File: src/rtl/core/rcpmf_pkg.sv
// Shared widths, constants and controller/datapath interface types for the pulse mode filter.
package rcpmf_pkg;

    // Field widths
    localparam int VALUE_W = 12;
    localparam int COUNT_W = 7;
    localparam int TOL_W   = 8;
    localparam int CH_W    = 3;
    localparam int WORD_W  = VALUE_W + COUNT_W;

    // Arithmetic constants
    localparam int COUNT_MAX  = 127;
    localparam int TOL_SCALE  = 1000;
    localparam int PROD_W     = 22;
    localparam logic [TOL_W-1:0] TOL_RESET = 8'd3;

    // Request codes
    localparam logic REQ_ADD  = 1'b0;
    localparam logic REQ_READ = 1'b1;

    // Parameter defaults
    localparam int NUM_SLOTS_DEF    = 10;
    localparam int NUM_CHANNELS_DEF = 6;

    // Controller to datapath commands
    typedef struct packed {
        logic load;
        logic scan;
        logic sweep;
        logic idx_clr;
        logic add_wr;
        logic clr_wr;
        logic out_load;
    } cmd_t;

    // Datapath to controller status
    typedef struct packed {
        logic clr_last;
        logic ch_ok;
        logic is_read;
        logic scan_done;
    } sts_t;

endpackage

File: src/rtl/core/rcpmf_dp.sv
// Datapath of the pulse mode filter: slot memory, scan evaluation, tolerance register, result.
module rcpmf_dp
    import rcpmf_pkg::*;
#(
    parameter int NUM_SLOTS    = NUM_SLOTS_DEF,
    parameter int NUM_CHANNELS = NUM_CHANNELS_DEF
)
(
    input  logic               clk,
    input  logic               rst_n,
    input  cmd_t               cmd,
    output sts_t               sts,
    input  logic               req_type,
    input  logic [CH_W-1:0]    channel,
    input  logic [VALUE_W-1:0] sample_value,
    input  logic               cfg_valid,
    input  logic [TOL_W-1:0]   cfg_data,
    output logic [VALUE_W-1:0] selected_value
);

    localparam int DEPTH  = NUM_SLOTS * NUM_CHANNELS;
    localparam int ADDR_W = (DEPTH > 1) ? $clog2(DEPTH) : 1;
    localparam int SLOT_W = $clog2(NUM_SLOTS);
    localparam int IDX_W  = $clog2(NUM_SLOTS + 1);

    // Slot memory: value in the upper bits, hit count in the lower bits
    logic [WORD_W-1:0]  mem [DEPTH];
    logic [WORD_W-1:0]  rd_data_reg;

    logic [TOL_W-1:0]   tol_reg;
    logic               req_reg;
    logic [CH_W-1:0]    ch_reg;
    logic [VALUE_W-1:0] sample_reg;
    logic [ADDR_W-1:0]  base_reg;

    logic [ADDR_W-1:0]  clr_addr_reg, clr_addr_next;
    logic [IDX_W-1:0]   idx_reg, idx_next;
    logic               pend_reg, pend_next;
    logic [SLOT_W-1:0]  ev_idx_reg;

    logic               hit_reg, hit_next;
    logic [SLOT_W-1:0]  hit_idx_reg;
    logic [VALUE_W-1:0] hit_val_reg;
    logic [COUNT_W-1:0] hit_cnt_reg;
    logic               empty_reg, empty_next;
    logic [SLOT_W-1:0]  empty_idx_reg;
    logic [COUNT_W-1:0] best_reg;
    logic [VALUE_W-1:0] sel_reg;
    logic [VALUE_W-1:0] out_reg;

    logic               issue;
    logic               eval;
    logic [VALUE_W-1:0] ev_val;
    logic [COUNT_W-1:0] ev_cnt;
    logic [VALUE_W-1:0] diff;
    logic [PROD_W-1:0]  lhs;
    logic [PROD_W-1:0]  rhs;
    logic               match;
    logic [COUNT_W-1:0] cnt_inc;
    logic [ADDR_W-1:0]  rd_addr;
    logic               wr_en;
    logic [ADDR_W-1:0]  wr_addr;
    logic [WORD_W-1:0]  wr_data;

    // Decode the returned slot word
    assign ev_val = rd_data_reg[WORD_W-1:COUNT_W];
    assign ev_cnt = rd_data_reg[COUNT_W-1:0];
    assign diff   = (sample_reg > ev_val) ? (sample_reg - ev_val) : (ev_val - sample_reg);
    assign lhs    = PROD_W'(diff) * PROD_W'(TOL_SCALE);
    assign rhs    = PROD_W'(tol_reg) * PROD_W'(ev_val);
    assign match  = lhs < rhs;
    assign cnt_inc = (hit_cnt_reg == COUNT_W'(COUNT_MAX)) ? hit_cnt_reg
                                                          : hit_cnt_reg + 1'b1;

    // Read issue and evaluation timing
    assign issue   = (cmd.scan || cmd.sweep) && (idx_reg < IDX_W'(NUM_SLOTS));
    assign eval    = cmd.scan && pend_reg;
    assign rd_addr = base_reg + ADDR_W'(idx_reg);

    // Status back to the controller
    assign sts.clr_last  = (clr_addr_reg == ADDR_W'(DEPTH - 1));
    assign sts.ch_ok     = (32'(ch_reg) < NUM_CHANNELS);
    assign sts.is_read   = (req_reg == REQ_READ);
    assign sts.scan_done = (idx_reg == IDX_W'(NUM_SLOTS)) && !pend_reg;

    assign selected_value = out_reg;

    // Select the single write port: clearing pass, add update, read sweep
    always_comb
    begin
        wr_en   = 1'b0;
        wr_addr = clr_addr_reg;
        wr_data = '0;
        if (cmd.clr_wr)
        begin
            wr_en = 1'b1;
        end
        else if (cmd.add_wr)
        begin
            if (hit_reg)
            begin
                wr_en   = 1'b1;
                wr_addr = base_reg + ADDR_W'(hit_idx_reg);
                wr_data = {hit_val_reg, cnt_inc};
            end
            else if (empty_reg)
            begin
                wr_en   = 1'b1;
                wr_addr = base_reg + ADDR_W'(empty_idx_reg);
                wr_data = {sample_reg, COUNT_W'(1)};
            end
        end
        else if (cmd.sweep && pend_reg)
        begin
            wr_en   = 1'b1;
            wr_addr = base_reg + ADDR_W'(ev_idx_reg);
            wr_data = {((ev_val == sel_reg) ? ev_val : VALUE_W'(0)), COUNT_W'(0)};
        end
    end

    // Memory port
    always_ff @(posedge clk)
    begin
        if (wr_en)
        begin
            mem[wr_addr] <= wr_data;
        end
        if (issue)
        begin
            rd_data_reg <= mem[rd_addr];
        end
    end

    // Next values of the control counters and flags
    always_comb
    begin
        clr_addr_next = cmd.clr_wr ? clr_addr_reg + 1'b1 : clr_addr_reg;
        idx_next      = idx_reg;
        pend_next     = issue;
        hit_next      = hit_reg;
        empty_next    = empty_reg;
        if (issue)
        begin
            idx_next = idx_reg + 1'b1;
        end
        if (cmd.load || cmd.idx_clr)
        begin
            idx_next  = '0;
            pend_next = 1'b0;
        end
        if (eval && (req_reg == REQ_ADD))
        begin
            if (match)
            begin
                hit_next = 1'b1;
            end
            if (ev_val == '0)
            begin
                empty_next = 1'b1;
            end
        end
        if (cmd.load)
        begin
            hit_next   = 1'b0;
            empty_next = 1'b0;
        end
    end

    // Hold control state
    always_ff @(posedge clk or negedge rst_n)
    begin
        if (!rst_n)
        begin
            tol_reg      <= TOL_RESET;
            clr_addr_reg <= '0;
            idx_reg      <= '0;
            pend_reg     <= 1'b0;
            hit_reg      <= 1'b0;
            empty_reg    <= 1'b0;
        end
        else
        begin
            if (cfg_valid)
            begin
                tol_reg <= cfg_data;
            end
            clr_addr_reg <= clr_addr_next;
            idx_reg      <= idx_next;
            pend_reg     <= pend_next;
            hit_reg      <= hit_next;
            empty_reg    <= empty_next;
        end
    end

    // Capture the item and record scan results
    always_ff @(posedge clk)
    begin
        if (issue)
        begin
            ev_idx_reg <= SLOT_W'(idx_reg);
        end
        if (cmd.load)
        begin
            req_reg    <= req_type;
            ch_reg     <= channel;
            sample_reg <= sample_value;
            base_reg   <= ADDR_W'(32'(channel) * NUM_SLOTS);
            best_reg   <= '0;
            sel_reg    <= '0;
        end
        else if (eval)
        begin
            if ((req_reg == REQ_ADD) && match && !hit_reg)
            begin
                hit_idx_reg <= ev_idx_reg;
                hit_val_reg <= ev_val;
                hit_cnt_reg <= ev_cnt;
            end
            if ((req_reg == REQ_ADD) && (ev_val == '0) && !empty_reg)
            begin
                empty_idx_reg <= ev_idx_reg;
            end
            if ((req_reg == REQ_READ) && (ev_cnt > best_reg))
            begin
                best_reg <= ev_cnt;
                sel_reg  <= ev_val;
            end
        end
        if (cmd.out_load)
        begin
            out_reg <= sel_reg;
        end
    end

endmodule

File: src/rtl/core/rcpmf_ctrl.sv
// Controller of the pulse mode filter: sequences clearing, slot scans, updates and results.
module rcpmf_ctrl
    import rcpmf_pkg::*;
(
    input  logic clk,
    input  logic rst_n,
    input  logic in_valid,
    output logic in_ready,
    output logic out_valid,
    input  logic out_ready,
    input  sts_t sts,
    output cmd_t cmd
);

    localparam logic [2:0] S_CLEAR  = 3'd0;
    localparam logic [2:0] S_IDLE   = 3'd1;
    localparam logic [2:0] S_DECODE = 3'd2;
    localparam logic [2:0] S_SCAN   = 3'd3;
    localparam logic [2:0] S_ADD_WR = 3'd4;
    localparam logic [2:0] S_SWEEP  = 3'd5;
    localparam logic [2:0] S_RESULT = 3'd6;

    logic [2:0] state_reg, state_next;
    logic       out_valid_reg, out_valid_next;
    logic       res_free;

    assign in_ready  = (state_reg == S_IDLE);
    assign out_valid = out_valid_reg;
    assign res_free  = !out_valid_reg || out_ready;

    // Advance the sequencer and raise commands
    always_comb
    begin
        state_next  = state_reg;
        cmd         = '0;
        case (state_reg)
            S_CLEAR:
            begin
                cmd.clr_wr = 1'b1;
                if (sts.clr_last)
                begin
                    state_next = S_IDLE;
                end
            end
            S_IDLE:
            begin
                if (in_valid)
                begin
                    cmd.load   = 1'b1;
                    state_next = S_DECODE;
                end
            end
            S_DECODE:
            begin
                if (sts.ch_ok)
                begin
                    state_next = S_SCAN;
                end
                else if (sts.is_read)
                begin
                    state_next = S_RESULT;
                end
                else
                begin
                    state_next = S_IDLE;
                end
            end
            S_SCAN:
            begin
                cmd.scan = 1'b1;
                if (sts.scan_done)
                begin
                    if (sts.is_read)
                    begin
                        cmd.idx_clr = 1'b1;
                        state_next  = S_SWEEP;
                    end
                    else
                    begin
                        state_next = S_ADD_WR;
                    end
                end
            end
            S_ADD_WR:
            begin
                cmd.add_wr = 1'b1;
                state_next = S_IDLE;
            end
            S_SWEEP:
            begin
                cmd.sweep = 1'b1;
                if (sts.scan_done)
                begin
                    state_next = S_RESULT;
                end
            end
            S_RESULT:
            begin
                if (res_free)
                begin
                    cmd.out_load = 1'b1;
                    state_next   = S_IDLE;
                end
            end
            default:
            begin
                state_next = S_IDLE;
            end
        endcase
    end

    // Set the result flag on load, drop it once the beat is taken
    always_comb
    begin
        out_valid_next = out_valid_reg;
        if (out_valid_reg && out_ready)
        begin
            out_valid_next = 1'b0;
        end
        if (cmd.out_load)
        begin
            out_valid_next = 1'b1;
        end
    end

    always_ff @(posedge clk or negedge rst_n)
    begin
        if (!rst_n)
        begin
            state_reg     <= S_CLEAR;
            out_valid_reg <= 1'b0;
        end
        else
        begin
            state_reg     <= state_next;
            out_valid_reg <= out_valid_next;
        end
    end

endmodule

File: src/rtl/core/rc_pulse_mode_filter_top.sv
// Top level of the pulse mode filter: controller and datapath joined by command and status.
//
// Requests arrive as beats on the in_valid/in_ready channel: req_type selects an add
// (sample_value goes into the channel's slot table) or a read (the channel's mode is
// returned as one beat on out_valid/out_ready and the table is reduced to it).
// The tolerance register is written through cfg_valid/cfg_ready/cfg_data; cfg_ready is
// always high and writes are meant for idle periods.
// An add frees the input once its slot walk and its write are done; a read returns its
// result after a second walk, the sweep. Each slot is read once per pass through the single
// read port of the slot memory, so the slot walk sets how long an add or a read takes.
// A request on an unused channel skips the slot walk: an add returns to idle from decode,
// and a read goes straight to its result, which is always 0.
// After reset the slot memory is cleared one entry a cycle, all NUM_CHANNELS * NUM_SLOTS
// entries, with in_ready low; the tolerance register returns to 3 at once.
// The result sits in an output register: the next request is taken while it waits, and a
// following read holds its result back until the receiver has taken the earlier beat.
module rc_pulse_mode_filter_top
    import rcpmf_pkg::*;
#(
    parameter int NUM_SLOTS    = NUM_SLOTS_DEF,
    parameter int NUM_CHANNELS = NUM_CHANNELS_DEF
)
(
    input  logic               clk,
    input  logic               rst_n,
    input  logic               in_valid,
    output logic               in_ready,
    input  logic               req_type,
    input  logic [CH_W-1:0]    channel,
    input  logic [VALUE_W-1:0] sample_value,
    output logic               out_valid,
    input  logic               out_ready,
    output logic [VALUE_W-1:0] selected_value,
    input  logic               cfg_valid,
    output logic               cfg_ready,
    input  logic [TOL_W-1:0]   cfg_data
);

    cmd_t cmd;
    sts_t sts;

    assign cfg_ready = 1'b1;

    rcpmf_ctrl u_ctrl (
        .clk       (clk),
        .rst_n     (rst_n),
        .in_valid  (in_valid),
        .in_ready  (in_ready),
        .out_valid (out_valid),
        .out_ready (out_ready),
        .sts       (sts),
        .cmd       (cmd)
    );

    rcpmf_dp #(
        .NUM_SLOTS    (NUM_SLOTS),
        .NUM_CHANNELS (NUM_CHANNELS)
    ) u_dp (
        .clk            (clk),
        .rst_n          (rst_n),
        .cmd            (cmd),
        .sts            (sts),
        .req_type       (req_type),
        .channel        (channel),
        .sample_value   (sample_value),
        .cfg_valid      (cfg_valid),
        .cfg_data       (cfg_data),
        .selected_value (selected_value)
    );

endmodule
File: config.mk
export PLATFORM = sky130hd
export DESIGN_NAME = rc_pulse_mode_filter_top
export DESIGN_NICKNAME = d
export VERILOG_FILES = /design/src/rtl/core/rcpmf_pkg.sv /design/src/rtl/core/rcpmf_dp.sv /design/src/rtl/core/rcpmf_ctrl.sv /design/src/rtl/core/rc_pulse_mode_filter_top.sv
export SDC_FILE = /design/constraint.sdc
export NUM_CORES = 1
export LEC_CHECK = 0
export ABC_AREA = 1
export BUFFER_PORTS_ARGS = -buffer_cell sky130_fd_sc_hd__buf_2
export CORE_ASPECT_RATIO = 1.75
export CORE_MARGIN = 8
export CORE_UTILIZATION = 45
export CTS_CLUSTER_DIAMETER = 100
export DETAILED_ROUTE_END_ITERATION = 8
export PLACE_DENSITY_LB_ADDON = 0.12
export SYNTH_ARGS = -nofsm -noshare
export SYNTH_HDL_FRONTEND = slang
export SYNTH_SLANG_ARGS = --single-unit
File: constraint.sdc
create_clock -name clk -period 8.75 [get_ports clk]
set_clock_uncertainty 0.15 [all_clocks]
set_input_delay 1.75 -clock clk [delete_from_list [all_inputs] [get_ports clk]]
set_output_delay 1.75 -clock clk [all_outputs]
set_load 0.01 [all_outputs]
# Word level (Yosys, flattened, before mapping)

Memory sizes are Yosys's and may differ from the RTL's. A register that Yosys moved wholly into a read port is not among the register bits.
Cells that the tools add are included.

Eq/ne operators: 15
Add/sub/neg operators: 9
Multiplexer cells: 51
Reductions and logical operators: 31
$lt $le $gt $ge: 5
Multiply operators: 3
Bitwise operators: 2

Operators with widths:

| kind                                                                 | number |
|---|---|
| 19-bit 2-to-1 mux                                                    | 5 |
| 6-bit 2-to-1 mux                                                     | 5 |
| 1-bit 2-to-1 mux                                                     | 28 |
| 6-bit by 4-bit adder with 6-bit output                               | 4 |
| 12-bit 2-to-1 mux                                                    | 2 |
| 12-bit subtractor                                                    | 2 |
| 22-bit by 20-bit < comparator with 1-bit output                      | 1 |
| 3-bit 2-to-1 mux                                                     | 7 |
| 8-bit by 12-bit multiplier with 20-bit output                        | 1 |
| 12-bit by 7-bit multiplier with 19-bit output, second input constant | 1 |
| 3-bit one-hot mux with 6 select lines                                | 1 |
| 12-bit equality test                                                 | 1 |
| 12-bit greater-than comparator                                       | 1 |
| 12-bit zero test                                                     | 1 |
| 1-bit logical AND                                                    | 11 |
| 2-bit nonzero test                                                   | 5 |
| 3-bit equality test, second input constant                           | 3 |
| 4-bit 2-to-1 mux                                                     | 2 |
| 2-bit inequality test, second input constant                         | 4 |
| 7-bit by 1-bit adder with 7-bit output, second input constant        | 1 |
| 7-bit equality test, second input constant                           | 1 |
| 7-bit greater-than comparator                                        | 1 |
| 7-bit 2-to-1 mux                                                     | 1 |
| 6-bit by 1-bit adder with 6-bit output, second input constant        | 1 |
| other kinds (16)                                                     | 26 |

RAM bits: 1,140
Output and inout bits: 15
Bits of input ports: 29
Memories: 1
Register bits after elaboration: 108
Logic and storage cells: 137

Memories:

| memory   | depth | width | read ports | clocked after Yosys merged registers in | write ports | RTL line       | source |
|---|---|---|---|---|---|---|---|
| u_dp.mem | 60    | 19    | 1          | 1                                       | 1           | rcpmf_dp.sv:27 | `logic [WORD_W-1:0] mem [DEPTH];` |

# Logic depth before layout (Yosys ltp)

Gate-level depths: netlist of run 1.

Word-level depth: 8
Gate-level depth with buffers: 40
Depth with buffers taken out: 39

# Modules after synthesis

A second synthesis of run 1 with hierarchy kept.

Cell total of the unflattened synthesis: 4,808
Area total of the unflattened synthesis: 57,430.1 µm²

By module, submodules not included:

| module                   | seq. area each (µm²) | times used | area an instance (µm²) | cells each |
|---|---|---|---|---|
| rcpmf_dp                 | 37,573.5             | 1          | 57,028.4               | 4,741 |
| rcpmf_ctrl               | 100.1                | 1          | 390.4                  | 65 |
| rc_pulse_mode_filter_top | 0.0                  | 1          | 11.3                   | 2 |

# Worst setup path after synthesis of run 1

Ideal clock, no wire load.

Kind: reg2reg
From: reg u_dp.rd_data_reg[8], read port of u_dp.mem
To: reg u_dp.hit_cnt_reg[0], enable pin
Library setup time: 0.403 ns
Buffers on the path: 2
Data required time: 8.197 ns
Cell stages (with the launch flop): 36
Clock period less this slack: 7.882 ns
Slack: 0.868 ns
Arrival: 7.329 ns
Path through: edfxtp_1 > clkbuf_1 > inv_1 > fa_1 > nand3_1 > nand3_1 > nand3_1 > nand3_1 > nand2_2 > buf_4 > o21ai_0 > o21ai_0 > xor2_1 > inv_1 > fa_1 > inv_1 > fa_1 > inv_1 > fa_1 > fa_1 > ha_1 > nand2_1 > nand2_1 > nand3_1 > nand2_1 > a21oi_1 > o21bai_1 > xor2_1 > ha_1 > a21oi_1 > nand3_1 > a31oi_1 > nand3_1 > nor2_1 > nand2_1 > nor2_1

Cells in the longest elaborated chain, start to end: 7
Elaborated cells on any way between the ends: 10
Classes of those cells: 2 x add/sub; 2 x mul; 2 x order compare; 1 x mux; 3 x reduce/logical

RTL lines:

| item                                                                | RTL line        | source |
|---|---|---|
| start: declaration                                                  | rcpmf_dp.sv:28  | `logic [WORD_W-1:0] rd_data_reg;` |
| 12-bit subtractor or 12-bit greater-than comparator (tied branches) | rcpmf_dp.sv:68  | `assign diff = (sample_reg > ev_val) ? (sample_reg - ev_val) : (ev_val - sample_reg);` |
| 12-bit 2-to-1 mux                                                   | rcpmf_dp.sv:68  |  |
| 12-bit by 7-bit multiplier with 19-bit output                       | rcpmf_dp.sv:69  | `assign lhs = PROD_W'(diff) * PROD_W'(TOL_SCALE);` |
| 22-bit by 20-bit < comparator with 1-bit output (*)                 | rcpmf_dp.sv:71  | `assign match = lhs < rhs;` |
| 1-bit logical AND (*) (2 in a row)                                  | rcpmf_dp.sv:213 | `if ((req_reg == REQ_ADD) && match && !hit_reg)` |
| 3-bit AND reduction (no line) (*)                                   | --              |  |
| end signal: assignment                                              | rcpmf_dp.sv:217 | `hit_cnt_reg <= ev_cnt;` |
| end: declaration                                                    | rcpmf_dp.sv:44  | `logic [COUNT_W-1:0] hit_cnt_reg;` |

Mark *: on every way between the ends. The rest lies on a longest branch, timed or not.
A chain may end at the register's enable or synchronous reset.

# Final worst setup path of run 1

From: reg u_dp.rd_data_reg[16], read port of u_dp.mem
To: reg u_dp.hit_idx_reg[2], enable pin

Cells in the longest elaborated chain, start to end: 7
Elaborated cells on any way between the ends: 10
Classes of those cells: 2 x add/sub; 2 x mul; 2 x order compare; 1 x mux; 3 x reduce/logical

RTL lines:

| item                                                                | RTL line        | source |
|---|---|---|
| 12-bit subtractor or 12-bit greater-than comparator (tied branches) | rcpmf_dp.sv:68  |  |
| 12-bit 2-to-1 mux                                                   | rcpmf_dp.sv:68  |  |
| 12-bit by 7-bit multiplier with 19-bit output                       | rcpmf_dp.sv:69  |  |
| 22-bit by 20-bit < comparator with 1-bit output (*)                 | rcpmf_dp.sv:71  |  |
| 1-bit logical AND (*) (2 in a row)                                  | rcpmf_dp.sv:213 |  |
| 3-bit AND reduction (no line) (*)                                   | --              |  |
| end signal: assignment                                              | rcpmf_dp.sv:215 | `hit_idx_reg <= ev_idx_reg;` |
| end: declaration                                                    | rcpmf_dp.sv:42  | `logic [SLOT_W-1:0] hit_idx_reg;` |

Marks and branches as above.

==> impl_metrics.yaml, run 1 <==
cts:
  cts.clk_slew.worst_paths_ps: 70
  cts.sink_count: 1265
  clock_latency_ps: 760
  cts_inserted_buffers: 114
  post_cts_buffers: 0
  ctsHoldBuffers: 0
  cts_max_path_buffers: 3
  cts.htree.levels: 3
  root_buffer: "clkbuf_16"
  cts_tree: "built"
  cts_resized: 0
critical_path:
  critPathLaunchType: "flop"
  critPathMaxFanout: 14
  max_stage_delay_ps: 670
  crit_type: "reg -> reg"
  cpMaxStageDelayCell: "edfxtp_1"
  path_common_cell: "nand2_1"
  r2r_slack_ps: 700
  r2r-start: "u_dp.rd_data_reg[16]$_DFFE_PP_"
  end_kind: "flop"
  cp_data_arrival_time_ps: 8360
  r2r-end: "u_dp.hit_idx_reg[2]$_DFFE_PP_"
  cp.required_ps: 9050
  r2r_cells: 37
pwr:
  p_leak_nw: 19.8
  power_density_nw_per_um2: 198
  irDropWorstVdd_uv: 166
sta:
  worst_pin_slew_ps: 1280
  tns_ps: 0
  max_freq_mhz: 124
  final-hold-violation-count: 0
  fin_crit_sh: 0.920
  relSlewSlack: 0.146
  layout_min_cycle_time_ps: 8050
  drv_slew: 0
  whs_ps: 317
  setup_viol: 0
  rsz0062_at_grt: "false"
status:
  outcome: "completed"
logic_synthesis:
  synth_cell_type_count: 55
  synth.net_count: 5020
  synth-async-reset-ratio: 0.0198
  ys_top_cells_by_area: "edfxtp_1 64%, o21ai_0 6.7%, nor2_1 4.9%"
  yosysSeqAreaShare: 0.659
  synth_area_um2: 57100
  synthCells: 4743
  netlist.top_cell.by_area: "edfxtp_1"
  syn_area_per_cell_um2: 12.0
  synth_top_area_frac: 0.642
  yosys_warnings: 0
  ys_ff_latch: 1265
  synth_common_cells: "1,221 x edfxtp_1, 765 x o21ai_0, 739 x nor2_1"
  dominantRegCellSynth: "edfxtp_1"
  synth_edf_count: 1221
  yosys.cell_count.top_type: "edfxtp_1"
global_routing:
  grt_max_degree: 166
  grt-ovfl-total: 0
  antenna_found_initial: 8
  grt_pass1_vias: 37400
  grt_pass1_wl_um: 251000
  grt_usage: 0.243
min_path:
  min_to: "u_dp.best_reg[3]$_SDFFE_PP0P_"
  worstHoldStart: "u_dp.best_reg[3]$_SDFFE_PP0P_"
  hold_depth: 2
  hold_path.class: "reg -> reg"
drt:
  vias: 37400
  wire_per_inst_um: 26.4
  drtIter0Drc: 3155
  drc_errors: 0
  ant_nets: 0
  drt-total-wl_um: 172000
  first_pass_iters: 6
  via_per_inst: 5.75
floorplanning:
  die_area_um2: 139000
  dieWidth_um: 285
  coreArea_um2: 127000
  io_pins: 44
  rows: 173
  start_util: 0.451
  chipHeight_um: 487
job:
  maxCapViolCount: 0
placed_design:
  hpwl_um: 109000
  gp_congestion: 0.896
  io_buffers: 42
layout:
  area_delta_synth_final_pct: 11.0
  fillers: 11100
  drive_gt1_frac: 0.103
  largest_reg_flops: 1140
  nets: 5028
## cell type report
class | instances | area, um2 | area share
flip-flops and latches | 1265 | 37700 | 0.594
multi-input cells | 2883 | 17400 | 0.274
clock buffers | 138 | 3010 | 0.0475
well taps | 1662 | 2080 | 0.0328
repair buffers | 177 | 1300 | 0.0205
inverters | 310 | 1180 | 0.0186
clock inverters | 70 | 798 | 0.0126
diodes | 2 | 5.00 | 0.0000789
## power breakdown
part / internal [mW] / switching, mW
clock network: 2.87 / 2.27
logic: 0.358 / 0.500
registers: 6.54 / 0.0204
## stage by stage
stage | setup slack [ps] | util | instance area, um2 | std cells | power (mW)
3_5_place_dp | 693 | 0.471 | 59600 | 6297 | 7.56
2_1_floorplan | 868 | - | 57100 | 4743 | 7.32
4_1_cts | 662 | 0.501 | 63400 | 6505 | 12.7
5_1_grt | 93.3 | 0.501 | 63500 | 6506 | 13.0
6_report | 698 | 0.501 | 63500 | 6507 | 12.6
3_3_place_gp | 677 | 0.471 | 59600 | 6297 | 7.55
## how the worst max path moves through the flow
stage                                   start                            end  cells past startpoint
2_1_floorplan   u_dp.rd_data_reg[8]$_DFFE_PP_  u_dp.hit_cnt_reg[0]$_DFFE_PP_                     35
3_3_place_gp   u_dp.rd_data_reg[16]$_DFFE_PP_  u_dp.hit_cnt_reg[2]$_DFFE_PP_                     37
3_5_place_dp   u_dp.rd_data_reg[16]$_DFFE_PP_  u_dp.hit_cnt_reg[2]$_DFFE_PP_                     37
4_1_cts        u_dp.rd_data_reg[16]$_DFFE_PP_  u_dp.hit_idx_reg[2]$_DFFE_PP_                     37
5_1_grt        u_dp.rd_data_reg[11]$_DFFE_PP_  u_dp.hit_idx_reg[0]$_DFFE_PP_                     37
6_report       u_dp.rd_data_reg[16]$_DFFE_PP_  u_dp.hit_idx_reg[2]$_DFFE_PP_                     37
## cells by family after synthesis
kind of cell	count (synthesis)	synth area share
compound gates	1335	0.131
xor+xnor	77	0.0119
fa+ha+maj	248	0.0673
buf+inv	595	0.0436
flops	1265	0.659
mux	9	0.00173
other cells	1	0.0000656
simple gates	1213	0.0853
## critical path: cells and delay by family (launching register included)
family                     cells  cell delay [ps]
AOI/OAI and AO/OA              4              690
adders and majority gates      7             2780
DFF                            1              670
and+or+nand+nor               18             2370
xor gates and xnor gates       1              160
buffers and inverters          7              930
## cell usage in the layout, fill, tap and decap left out, drive strengths merged, types with 4 or more instances in the layout
master    instances
edfxtp         1221
o21ai           798
nor2            747
nand2           355
inv             314
o22ai           248
buf             177
ha              149
clkbuf          138
a21oi           129
fa               99
o211ai           63
o221ai           52
xor2             52
nand3            49
clkinv           47
xnor2            25
nand4            25
dfrtp            23
or2              21
dfxtp            19
bufinv           14
a221oi           13
nor3             12
a211oi            9
mux2              7
a21boi            6
a31oi             5
clkinvlp          5
o21bai            4
## layer usage
layer	global-route usage	vias up	wire length (um)
li1	-	17100	-
met1	0.268	18900	62000
met2	0.443	1035	90500
met3	0.0276	341	6850
met4	0.154	2	12300
met5	0	-	13
Note: power is estimated with default switching activity, not from simulation.
==> run 2: changes to the inputs <==
--- a/config.mk
+++ b/config.mk
@@ -5,13 +5,14 @@
 export SDC_FILE = /design/constraint.sdc
 export NUM_CORES = 1
 export LEC_CHECK = 0
-export ABC_AREA = 1
+export ABC_AREA = 0
 export BUFFER_PORTS_ARGS = -buffer_cell sky130_fd_sc_hd__buf_2
 export CORE_ASPECT_RATIO = 1.75
 export CORE_MARGIN = 8
 export CORE_UTILIZATION = 45
 export CTS_CLUSTER_DIAMETER = 100
 export DETAILED_ROUTE_END_ITERATION = 8
+export GPL_TIMING_DRIVEN = 0
 export PLACE_DENSITY_LB_ADDON = 0.12
 export SYNTH_ARGS = -nofsm -noshare
 export SYNTH_HDL_FRONTEND = slang
==> run 2 against run 1 <==
  * The run now ends with max-capacitance violations, max-slew violations left
  * Critical endpoint is now u_dp.hit_cnt_reg[5]$_DFFE_PP_
  * Critical path depth shrank 4
  * Sequential share of layout area shrank 0.86 points
  * Maximum frequency fell by 6.3%
  * Worst setup slack got worse by 540 ps
  * Synthesized area shrank 2.4%
  * Largest cell class unchanged
  * Highest routed layer is now met4
  * First-iteration DRC count is 21% lower
  * Register-to-register slack worse by 540 ps
  * Non-clock buffer count rose by 126
  * Wire length decreased by 11%
  * Cell count shrank 22%
  * Clock-buffer cell count down 4
==> impl_metrics.yaml, run 2 <==
cts:
  root_buffer: "clkbuf_16"
  cts_max_path_buffers: 3
  cts_inserted_buffers: 112
  cts.sink_count: 1265
  clock_latency_ps: 740
  cts_tree: "built"
  cts.htree.levels: 3
  cts.clk_slew.worst_paths_ps: 60
logic_synthesis:
  yosys.cell_count.top_type: "edfxtp_1"
  synth_area_um2: 55800
  ys_ff_latch: 1265
  ys_top_cells_by_area: "edfxtp_1 66%, mux4_2 14%, fa_1 3.6%"
  dominantRegCellSynth: "edfxtp_1"
  syn_area_per_cell_um2: 18.4
  synth-async-reset-ratio: 0.0198
  synth_edf_count: 1221
  synth_top_area_frac: 0.657
  synthCells: 3028
  yosysSeqAreaShare: 0.675
  yosys_warnings: 0
  synth_cell_type_count: 73
  netlist.top_cell.by_area: "edfxtp_1"
  synth.net_count: 3305
  synth_common_cells: "1,221 x edfxtp_1, 342 x mux4_2, 163 x inv_1"
sta:
  fin_crit_sh: 0.982
  layout_min_cycle_time_ps: 8590
  worst_pin_slew_ps: 1570
  final-hold-violation-count: 0
  max_freq_mhz: 116
  drv_slew: 18
  setup_viol: 0
  relSlewSlack: -0.0440
layout:
  multi_input_area_um2: 17600
  layout_commonest_cell: "edfxtp_1"
  regArea_um2: 37700
  final_cell_mix: "1,221 x edfxtp_1, 342 x mux4_2, 162 x inv_1"
  nets: 3586
  largest_reg_flops: 1140
  area_delta_synth_final_pct: 15.4
  fillers: 9970
  stdcell_count: 5047
  drive_gt1_frac: 0.260
floorplanning:
  start_util: 0.451
  io_pins: 44
  chipHeight_um: 482
  die_area_um2: 136000
  dieWidth_um: 282
  coreArea_um2: 124000
  rows: 171
critical_path:
  max_stage_delay_ps: 550
  critPathMaxFanout: 7
  r2r_slack_ps: 160
  cp_data_arrival_time_ps: 8880
  critPathTopFamily: "adder cells"
  critPathLaunchType: "flop"
  crit_type: "reg -> reg"
  end_kind: "flop"
  cpMaxStageDelayCell: "or4_4"
  cp.required_ps: 9040
  cp_num_buf_inv: 6
  path_common_cell: "fa_1"
drt:
  drc_errors: 0
  first_pass_iters: 5
  via_per_inst: 5.78
  drtIter0Drc: 2497
  vias: 29200
  wire_per_inst_um: 30.2
  drt-total-wl_um: 153000
  ant_nets: 0
global_routing:
  grt-ovfl-total: 0
  grt_usage: 0.226
  grt_pass1_vias: 31500
  antenna_found_initial: 3
  grt_max_degree: 41
  grt_pass1_wl_um: 219000
min_path:
  hold_path.class: "reg -> reg"
status:
  outcome: "complete, but fails checks"
  violations: "max-capacitance violations, max-slew violations"
placed_design:
  io_buffers: 41
  placed_cells: 4796
  hpwl_um: 112000
  gp_congestion: 0.895
job:
  maxCapViolCount: 2
-- run 2: final cells by class --
type / count / area share
well taps: 1643 / 0.0319
clock buffers: 134 / 0.0448
flip-flops and latches: 1265 / 0.585
diodes: 2 / 0.0000777
multi-input cells: 1461 / 0.273
repair buffers: 168 / 0.0337
inverters: 166 / 0.00972
clock inverters: 73 / 0.0108
plain buffers: 135 / 0.0104
-- run 2: kinds of logic (layout without fill, tap and decap cells) --
group	Yosys count	in the layout	synth area share
fa+ha+maj	249	249	0.0691
flops	1265	1265	0.675
buf+inv	304	676	0.0222
mux	424	424	0.153
other cells	1	3	0.0000672
simple gates	429	431	0.0363
xor+xnor	80	80	0.0127
compound gates	276	276	0.0312
-- run 2: final timing paths --
check                                              startpoint                                end  cells past startpoint
min in group asynchronous                               rst_n   u_dp.clr_addr_reg[2]$_DFFE_PN0P_                      1
max in group asynchronous                               rst_n        u_dp.tol_reg[5]$_DFFE_PN0P_                      1
worst min register to register  u_dp.sel_reg[10]$_SDFFE_PP0P_  u_dp.selected_value[10]$_DFFE_PP_                      0
worst max register to register  u_dp.rd_data_reg[7]$_DFFE_PP_      u_dp.hit_cnt_reg[5]$_DFFE_PP_                     33
worst max-delay path            u_dp.rd_data_reg[7]$_DFFE_PP_      u_dp.hit_cnt_reg[5]$_DFFE_PP_                     33
worst min-delay path            u_dp.sel_reg[10]$_SDFFE_PP0P_  u_dp.selected_value[10]$_DFFE_PP_                      0
-- run 2: layer usage --
layer,GRT usage,vias to the layer above,part of all wire
li1,-,12500,-
met1,0.240,15600,0.34
met2,0.422,853,0.55
met5,0,-,0
met3,0.0261,298,0.039
met4,0.137,0,0.071
-- run 2: timing repair --
action	4_1_cts	5_1_grt
endpoints found under the setup margin	24	23
gates resized for setup	61	36
gates cloned	1	2
setup buffers	22	20
pin swaps	16	30
hold buffers	0	0
-- run 2: metrics by stage --
step	hold WS (ps)	util	setup TNS (ps)	setup slack [ps]	cell area, um2
detailed placement	314	0.485	-64130	-2720	60000
floorplan	298	-	0	71.6	55800
global route	346	0.521	-1100	-70.1	64400
CTS	336	0.518	0	7.40	64000
global placement	317	0.470	-150290	-2620	58100
finish	337	0.521	0	155	64400
Power of run 2 is not shown: default switching activity piles up to over one toggle a cycle in this logic, so the estimate is an artifact.
